### config.mk
export PLATFORM = sky130hd
export DESIGN_NAME = positional_list_engine_flat
export DESIGN_NICKNAME = d
export VERILOG_FILES = /design/src/rtl/ple_pkg.sv /design/src/rtl/ple_if.sv /design/src/rtl/ple_ram.sv /design/src/rtl/positional_list_engine.sv /design/src/flat_wrapper.sv
export SDC_FILE = /design/constraint.sdc
export NUM_CORES = 1
export LEC_CHECK = 0
export ABC_AREA = 1
export BUFFER_PORTS_ARGS = -buffer_cell sky130_fd_sc_hd__buf_2
export CAP_MARGIN = 20
export CORE_ASPECT_RATIO = 1.75
export CORE_MARGIN = 2
export CORE_UTILIZATION = 55
export CTS_BUF_LIST = sky130_fd_sc_hd__clkbuf_4 sky130_fd_sc_hd__clkbuf_8
export DETAILED_ROUTE_END_ITERATION = 12
export GPL_TIMING_DRIVEN = 0
export PLACE_DENSITY = 0.69
export SKIP_LAST_GASP = 1
export SLEW_MARGIN = 20
export SYNTH_ARGS = -nofsm -noshare
export SYNTH_HDL_FRONTEND = slang
export SYNTH_SLANG_ARGS = --single-unit
### constraint.sdc
create_clock -name i_clk -period 9.5 [get_ports i_clk]
set_clock_uncertainty 0.1 [all_clocks]
set_input_delay 0 -clock i_clk [delete_from_list [all_inputs] [get_ports i_clk]]
set_output_delay 0 -clock i_clk [all_outputs]
set_load 0.03 [all_outputs]
### src/rtl/ple_pkg.sv
// Shared constants for the positional list engine.
package ple_pkg;
    localparam int DEPTH_DEF = 16;
    localparam int VAL_W     = 32;
    localparam int OP_W      = 3;
    localparam int POS_W     = 5;
    localparam int ST_W      = 2;
    localparam int LEN_W     = 5;

    localparam logic [OP_W-1:0] OP_PREPEND = 3'd0;
    localparam logic [OP_W-1:0] OP_APPEND  = 3'd1;
    localparam logic [OP_W-1:0] OP_INSERT  = 3'd2;
    localparam logic [OP_W-1:0] OP_REM_VAL = 3'd3;
    localparam logic [OP_W-1:0] OP_REM_AT  = 3'd4;
    localparam logic [OP_W-1:0] OP_READ    = 3'd5;

    localparam logic [ST_W-1:0] ST_OK    = 2'd0;
    localparam logic [ST_W-1:0] ST_MISS  = 2'd1;
    localparam logic [ST_W-1:0] ST_RANGE = 2'd2;
    localparam logic [ST_W-1:0] ST_FULL  = 2'd3;

    localparam logic [VAL_W-1:0] FAIL_VALUE = '1;
endpackage

### src/rtl/ple_if.sv
// Handshake channel interfaces for operations and results.
interface ple_in_if;
    logic                             valid;
    logic                             ready;
    logic [ple_pkg::OP_W-1:0]         opcode;
    logic signed [ple_pkg::VAL_W-1:0] value;
    logic [ple_pkg::POS_W-1:0]        position;
    modport source (output valid, opcode, value, position, input ready);
    modport sink   (input valid, opcode, value, position, output ready);
endinterface

interface ple_out_if;
    logic                             valid;
    logic                             ready;
    logic signed [ple_pkg::VAL_W-1:0] result_value;
    logic [ple_pkg::ST_W-1:0]         status;
    logic [ple_pkg::LEN_W-1:0]        length;
    modport source (output valid, result_value, status, length, input ready);
    modport sink   (input valid, result_value, status, length, output ready);
endinterface

### src/rtl/ple_ram.sv
// Generic single-write, single-read RAM with registered read data.
module ple_ram #(
    parameter int WIDTH = 32,
    parameter int DEPTH = 16
) (
    input  logic                     i_clk,
    input  logic                     i_we,
    input  logic [$clog2(DEPTH)-1:0] i_waddr,
    input  logic [WIDTH-1:0]         i_wdata,
    input  logic [$clog2(DEPTH)-1:0] i_raddr,
    output logic [WIDTH-1:0]         o_rdata
);
    logic [WIDTH-1:0] r_mem [DEPTH];
    logic [WIDTH-1:0] r_rdata;

    always_ff @(posedge i_clk) begin
        if (i_we) begin
            r_mem[i_waddr] <= i_wdata;
        end
        r_rdata <= r_mem[i_raddr];
    end

    assign o_rdata = r_rdata;
endmodule

### src/rtl/positional_list_engine.sv
// Positional list engine: an ordered list of up to DEPTH signed 32-bit values held in one
// RAM by position. Each operation beat gives exactly one result beat (value, status, new
// length). A new operation is taken only once the previous result beat has been taken.
// Inserts and removals move each later entry one place through the single RAM port pair,
// and remove-by-value compares each entry in turn up to the match.
module positional_list_engine #(
    parameter int DEPTH = ple_pkg::DEPTH_DEF
) (
    input  logic       i_clk,
    input  logic       i_rst_n,
    ple_in_if.sink     i_in,
    ple_out_if.source  o_out
);
    localparam int AW = (DEPTH > 1) ? $clog2(DEPTH) : 1;
    localparam int CW = $clog2(DEPTH + 1);
    localparam int XW = (CW > ple_pkg::POS_W) ? CW : ple_pkg::POS_W;

    localparam logic [3:0] S_IDLE    = 4'd0;
    localparam logic [3:0] S_UP_RD   = 4'd1;
    localparam logic [3:0] S_UP_WR   = 4'd2;
    localparam logic [3:0] S_FIND_RD = 4'd3;
    localparam logic [3:0] S_FIND_CK = 4'd4;
    localparam logic [3:0] S_GET_RD  = 4'd5;
    localparam logic [3:0] S_GET_CK  = 4'd6;
    localparam logic [3:0] S_DN_RD   = 4'd7;
    localparam logic [3:0] S_DN_WR   = 4'd8;

    logic [3:0]                   r_state, n_state;
    logic [CW-1:0]                r_count, n_count;
    logic [CW-1:0]                r_idx, n_idx;
    logic [ple_pkg::OP_W-1:0]     r_op, n_op;
    logic [ple_pkg::VAL_W-1:0]    r_val, n_val;
    logic [XW-1:0]                r_pos, n_pos;
    logic                         r_ovalid, n_ovalid;
    logic [ple_pkg::VAL_W-1:0]    r_res, n_res;
    logic [ple_pkg::ST_W-1:0]     r_st, n_st;

    logic                         we;
    logic [AW-1:0]                waddr, raddr;
    logic [ple_pkg::VAL_W-1:0]    wdata, rdata;
    logic                         in_acc;
    logic [XW-1:0]                in_pos, cnt_x;

    ple_ram #(.WIDTH(ple_pkg::VAL_W), .DEPTH(DEPTH)) u_ram (
        .i_clk   (i_clk),
        .i_we    (we),
        .i_waddr (waddr),
        .i_wdata (wdata),
        .i_raddr (raddr),
        .o_rdata (rdata)
    );

    assign i_in.ready         = (r_state == S_IDLE) && !r_ovalid;
    assign in_acc             = i_in.valid && i_in.ready;
    assign o_out.valid        = r_ovalid;
    assign o_out.result_value = r_res;
    assign o_out.status       = r_st;
    assign o_out.length       = ple_pkg::LEN_W'(r_count);
    assign cnt_x              = XW'(r_count);
    assign in_pos             = XW'(i_in.position);

    // operation sequencer: checks, then read-modify-write passes over the RAM
    always_comb begin
        n_state  = r_state;
        n_count  = r_count;
        n_idx    = r_idx;
        n_op     = r_op;
        n_val    = r_val;
        n_pos    = r_pos;
        n_ovalid = r_ovalid;
        n_res    = r_res;
        n_st     = r_st;
        we       = 1'b0;
        waddr    = r_idx[AW-1:0];
        wdata    = rdata;
        raddr    = r_idx[AW-1:0];

        if (r_ovalid && o_out.ready) begin
            n_ovalid = 1'b0;
        end

        unique case (r_state)
            S_IDLE: begin
                if (in_acc) begin
                    n_op  = i_in.opcode;
                    n_val = i_in.value;
                    n_res = ple_pkg::FAIL_VALUE;
                    n_idx = r_count;
                    unique case (i_in.opcode)
                        ple_pkg::OP_PREPEND, ple_pkg::OP_APPEND, ple_pkg::OP_INSERT: begin
                            if (i_in.opcode == ple_pkg::OP_PREPEND) begin
                                n_pos = '0;
                            end else if (i_in.opcode == ple_pkg::OP_APPEND) begin
                                n_pos = cnt_x;
                            end else begin
                                n_pos = in_pos;
                            end
                            if (r_count >= CW'(DEPTH)) begin
                                n_st = ple_pkg::ST_FULL;
                                n_ovalid = 1'b1;
                            end else if (i_in.opcode == ple_pkg::OP_INSERT
                                         && in_pos > cnt_x) begin
                                n_st = ple_pkg::ST_RANGE;
                                n_ovalid = 1'b1;
                            end else begin
                                n_state = S_UP_RD;
                            end
                        end
                        ple_pkg::OP_REM_VAL: begin
                            n_idx = '0;
                            if (r_count == '0) begin
                                n_st = ple_pkg::ST_MISS;
                                n_ovalid = 1'b1;
                            end else begin
                                n_state = S_FIND_RD;
                            end
                        end
                        ple_pkg::OP_REM_AT, ple_pkg::OP_READ: begin
                            n_pos = in_pos;
                            n_idx = CW'(i_in.position);
                            if (r_count == '0) begin
                                n_st = ple_pkg::ST_MISS;
                                n_ovalid = 1'b1;
                            end else if (in_pos >= cnt_x) begin
                                n_st = ple_pkg::ST_RANGE;
                                n_ovalid = 1'b1;
                            end else begin
                                n_state = S_GET_RD;
                            end
                        end
                        default: begin
                            n_res = '0;
                            n_st = ple_pkg::ST_OK;
                            n_ovalid = 1'b1;
                        end
                    endcase
                end
            end
            // open a gap: move entries up from the tail down to the target
            S_UP_RD: begin
                if (r_idx == CW'(r_pos)) begin
                    we = 1'b1;
                    wdata = r_val;
                    n_count = r_count + 1'b1;
                    n_res = '0;
                    n_st = ple_pkg::ST_OK;
                    n_ovalid = 1'b1;
                    n_state = S_IDLE;
                end else begin
                    raddr = AW'(r_idx - 1'b1);
                    n_state = S_UP_WR;
                end
            end
            S_UP_WR: begin
                we = 1'b1;
                n_idx = r_idx - 1'b1;
                n_state = S_UP_RD;
            end
            // linear scan for the first matching value
            S_FIND_RD: begin
                n_state = S_FIND_CK;
            end
            S_FIND_CK: begin
                if (rdata == r_val) begin
                    n_res = rdata;
                    n_state = S_DN_RD;
                end else if (r_idx + 1'b1 == r_count) begin
                    n_st = ple_pkg::ST_MISS;
                    n_ovalid = 1'b1;
                    n_state = S_IDLE;
                end else begin
                    n_idx = r_idx + 1'b1;
                    n_state = S_FIND_RD;
                end
            end
            S_GET_RD: begin
                n_state = S_GET_CK;
            end
            S_GET_CK: begin
                n_res = rdata;
                if (r_op == ple_pkg::OP_READ) begin
                    n_st = ple_pkg::ST_OK;
                    n_ovalid = 1'b1;
                    n_state = S_IDLE;
                end else begin
                    n_state = S_DN_RD;
                end
            end
            // close a gap: move later entries down one place
            S_DN_RD: begin
                if (r_idx + 1'b1 >= r_count) begin
                    n_count = r_count - 1'b1;
                    n_st = ple_pkg::ST_OK;
                    n_ovalid = 1'b1;
                    n_state = S_IDLE;
                end else begin
                    raddr = AW'(r_idx + 1'b1);
                    n_state = S_DN_WR;
                end
            end
            S_DN_WR: begin
                we = 1'b1;
                n_idx = r_idx + 1'b1;
                n_state = S_DN_RD;
            end
            default: begin
                n_state = S_IDLE;
            end
        endcase
    end

    // control state
    always_ff @(posedge i_clk) begin
        if (!i_rst_n) begin
            r_state  <= S_IDLE;
            r_count  <= '0;
            r_ovalid <= 1'b0;
        end else begin
            r_state  <= n_state;
            r_count  <= n_count;
            r_ovalid <= n_ovalid;
        end
    end

    // operation and result payload
    always_ff @(posedge i_clk) begin
        r_idx <= n_idx;
        r_op  <= n_op;
        r_val <= n_val;
        r_pos <= n_pos;
        r_res <= n_res;
        r_st  <= n_st;
    end
endmodule

### src/flat_wrapper.sv
// flat-port wrapper written by rule: the top's interface ports become plain ports
module positional_list_engine_flat 
#(
    parameter int DEPTH = ple_pkg::DEPTH_DEF
)
  (i_clk, i_rst_n, i_in_valid, i_in_opcode, i_in_value, i_in_position, i_in_ready, o_out_valid, o_out_result_value, o_out_status, o_out_length, o_out_ready);
  ple_in_if i_in_i ();
  ple_out_if o_out_i ();
  input  logic i_clk;
  input  logic i_rst_n;
  input wire logic [$bits(i_in_i.valid)-1:0] i_in_valid;
  input wire logic [$bits(i_in_i.opcode)-1:0] i_in_opcode;
  input wire logic [$bits(i_in_i.value)-1:0] i_in_value;
  input wire logic [$bits(i_in_i.position)-1:0] i_in_position;
  output wire logic [$bits(i_in_i.ready)-1:0] i_in_ready;
  output wire logic [$bits(o_out_i.valid)-1:0] o_out_valid;
  output wire logic [$bits(o_out_i.result_value)-1:0] o_out_result_value;
  output wire logic [$bits(o_out_i.status)-1:0] o_out_status;
  output wire logic [$bits(o_out_i.length)-1:0] o_out_length;
  input wire logic [$bits(o_out_i.ready)-1:0] o_out_ready;
  assign i_in_i.valid = i_in_valid;
  assign i_in_i.opcode = i_in_opcode;
  assign i_in_i.value = i_in_value;
  assign i_in_i.position = i_in_position;
  assign i_in_ready = i_in_i.ready;
  assign o_out_valid = o_out_i.valid;
  assign o_out_result_value = o_out_i.result_value;
  assign o_out_status = o_out_i.status;
  assign o_out_length = o_out_i.length;
  assign o_out_i.ready = o_out_ready;
  positional_list_engine #(.DEPTH(DEPTH)) u_core (.i_clk(i_clk), .i_rst_n(i_rst_n), .i_in(i_in_i), .o_out(o_out_i));
endmodule
==> metrics.md <==
| Metric | Value |
|---|---|
| Outcome | finished, final reports clean |
| First-pass GRT wire length | 125000 um |
| Vias in the first global route | 21300 |
| Post-CTS Resized | 0 |
| Number of port buffers | 84 |
| Sequential power share | 35.1% |
| Gr ovfl total | 0 |
| Routed length per placed instance | 22.8 um |
| Combinational share of power | 43.1% |
| Synthesis-to-finish area growth | 17.4% |
| Final Wtd Congestion | 0.924 |
| Vias/cell | 5.76 |
| Synth area leader | edfxtp_1 |
| Clock transition at path regs | 0.06 ns |
| Count of unique library cells instantiated by Yosys | 37 |
| Top-area cell type share of the netlist area | 63.8% |
| CP arrival | 4.82 ns |
| Fmax | 228 MHz |
| 1st-pass router iterations | 6 |
| Seq cells post-synth | 633 |
| Clock Sinks | 633 |
| Switch Pwr | 0.00465 W |
| Sw frac | 42.4% |
| Total negative slack | 0 ns |
| Std cell rows | 109 |
| Sequential area share after synthesis | 66.8% |
| Pin count of the biggest net entering global routing | 22 |
| Post-route DRC violation count | 0 |
| Tcrit/Tclk final | 46.1% |
| Synth warn | 0 |
| Clk buf depth | 3 |
| Vias | 21500 |
| Starting Density | 55.3% |
| # setup viols final | 0 |
| CTS Buf Count | 92 |
| Worst vdd rail ir drop | 261 uV |
| Slew @ Worst Pin | 1.18 ns |
| 1st-iter DRT viols | 2410 |
| Initial antenna violation count | 1 |
| Fin. Hold Viols | 0 |
| Share of layout cells above drive strength 1 | 15.2% |
| Die height | 302 um |
| Max Cap Viol | 0 |
| Critical path required time | 9.94 ns |
| H-tree depth | 3 |
| Worst Path Max Fanout | 10 |
| Hold buffer count at cts | 78 |
| Startpoint types | flip-flop |
| Core box area | 0.0503 mm2 |
| Mapped Nets | 2745 |
| Pwr Density | 336 mW/mm2 |
| Final ANT Viol Nets | 0 |
| I/O pin count | 85 |
| Critical path cell sequence | ha_1, inv_1, nor2_1, xor2_1, inv_1, ha_1, nand2_1, nor2_1, o21ai_0, nand3_4, nand2_2, inv_2, a21oi_2, inv_2, buf_1, nand3_1, nand3_1, nand2_1 |
| Root Buffer | clkbuf_8 |
| Path type of the worst min-delay path | input port to flip-flop |
| Internal Power | 0.00632 W |
| Worst-Skew Late Latency | 0.68 ns |
| Placed Cells | 3476 |
| Final HPWL DP | 57900 um |
| Nets@finish | 3046 |
| CTS tree | built |
| Critical-path top delay cell | buf_1 |
| Synth top area cells | edfxtp_1 64%, nand3_1 11%, nand2_1 9.5% |
| Kind of critical path | flip-flop to flip-flop |
| Count leader, synth | nand2_1 |
| Mapped Cells | 2681 |
| Crit path largest cell delay | 0.82 ns |
| Crit end category | flip-flop |
| Minimum clock period | 4.38 ns |
| Pins Over Slew Limit | 0 |
| Post-synth EDFFs | 591 |
| Finished Layout Cells | 3728 |
| LEAKAGE | 13.6 nW |
| Die Wd | 174 um |
| Leading post-synthesis cells by instance count | 703 x nand2_1, 596 x nand3_1, 591 x edfxtp_1 |
| Clock share of power | 21.8% |
| Mean Syn Cell Area | 10.4 um2 |
| Ys flop type | edfxtp_1 |
| GRT Total Usage | 32.4% |
| RSZ-0062 raised after global routing | false |
| Post-Syn Area | 0.0278 mm2 |
| Rel. slew slack | 21.6% |
| Asr flop ratio synth | 0% |
| Routed WL | 85000 um |
| Setup repair bufs after CTS | 0 |
| Die area | 0.0525 mm2 |
## stage by stage
step	total power (W)	area [um2]	util (%)	setup slack (ns)	hold slack, ns
finish	0.0110	32700	64.9	5.12	0.0377
global route	0.0114	32700	64.9	4.91	0.0263
CTS	0.0109	32700	64.9	5.18	0.00359
detailed placement	0.00848	29900	59.3	5.20	0.0781
global placement	0.00828	29100	57.8	1.41	0.0772
floorplan	0.00664	27800	-	4.20	-0.00113
## worst paths after layout
| kind | startpoint | end | slack (ns) | depth (start not counted) |
|---|---|---|---|---|
| setup / recovery | u_core.r_idx[0]$_DFFE_PP_ | u_core.u_ram.o_rdata[27]$_DFF_P_ | 5.12 | 18 |
| setup reg to reg | u_core.r_idx[0]$_DFFE_PP_ | u_core.u_ram.o_rdata[27]$_DFF_P_ | 5.12 | 18 |
| hold / removal | i_in_opcode[1] | u_core.r_op[1]$_DFFE_PP_ | 0.04 | 2 |
| hold reg to reg | u_core.o_out.length[4]$_SDFFE_PN0P_ | u_core.o_out.length[4]$_SDFFE_PN0P_ | 0.43 | 1 |
## registers in the layout (all words and copies together), names as in the netlist
register	flops
u_core.o_out.status	2
u_core.r_idx	5
u_core.r_pos	5
u_core.r_val	32
u_core.r_state	4
u_core.r_op	3
u_core.u_ram.o_rdata	32
u_core.o_out.result_value	32
u_core.o_out.valid	1
u_core.o_out.length	5
u_core.u_ram.r_mem	512
## critical path, delay by kind of cell, from the launching register on
| family | cells | cell delay (ns) |
|---|---|---|
| adders and majority gates | 2 | 0.52 |
| DFF | 1 | 0.63 |
| buffers and inverters | 5 | 1.41 |
| AOI/OAI and AO/OA | 2 | 0.28 |
| xor gates and xnor gates | 1 | 0.17 |
| and+or+nand+nor | 8 | 1.14 |
## power by group through the flow
stage | clock [W] | combinational [W] | sequential, W
final | 0.00240 | 0.00472 | 0.00385
after global routing | 0.00252 | 0.00504 | 0.00387
after CTS | 0.00241 | 0.00463 | 0.00385
after detailed placement | 0 | 0.00458 | 0.00390
after global placement | 0 | 0.00433 | 0.00395
after floorplan | 0 | 0.00258 | 0.00406
## metal layers
layer | wire (um) | global-route usage, % | share of wire [%] | vias up
li1 | - | - | - | 9641
met2 | 43400 | 57.6 | 51 | 1235
met4 | 5950 | 21.4 | 7.0 | 0
met1 | 28800 | 36.5 | 34 | 10300
met3 | 6860 | 4.10 | 8.1 | 303
met5 | 0 | 0 | 0 | -
## cell type report
| cell class | instances | area [um2] |
|---|---|---|
| Sequential cell | 633 | 18600 |
| Fill cell | 3897 | 17600 |
| Multi-Input combinational cell | 1555 | 7400 |
| Timing Repair Buffer | 207 | 1780 |
| Clock buffer | 136 | 1680 |
| Inverter | 347 | 1300 |
| Tap cell | 666 | 833 |
| Buffer | 146 | 734 |
| Clock inverter | 37 | 360 |
| Antenna cell | 1 | 2.50 |
## kinds of logic after synthesis
kind of cell / after synthesis / share of synthesized area, %
flip-flops: 633 / 66.8
adder cells (fa/ha/maj): 20 / 0.926
XOR/XNOR: 27 / 0.850
AO/OA/AOI/OAI: 116 / 2.29
AND/OR/NAND/NOR: 1391 / 21.8
buffers and inverters: 493 / 7.32
multiplexers: 1 / 0.0405
## layout by cell type (no fill, tap or decap), drive strengths merged
cell and instances:
edfxtp 591, nor3b 1, clkinv 24, ha 19
o311ai 1, diode 1, xnor2 23, nor2 63
o211a 1, a31oi 2, nand3b 1, nand4 6
clkbuf 156, o21a 1, mux2 1, xor2 4
a311oi 1, nand3 598, o211ai 6, a21oi 22
a211oi 2, fa 1, o21ai 70, dlygate4sd3 78
inv 349, o22ai 10, dfxtp 42, or2 8
buf 255, nor4 1, clkinvlp 4, nand2 707
bufinv 7, nor3 6
No activity file was read; power rests on OpenSTA's default activity.
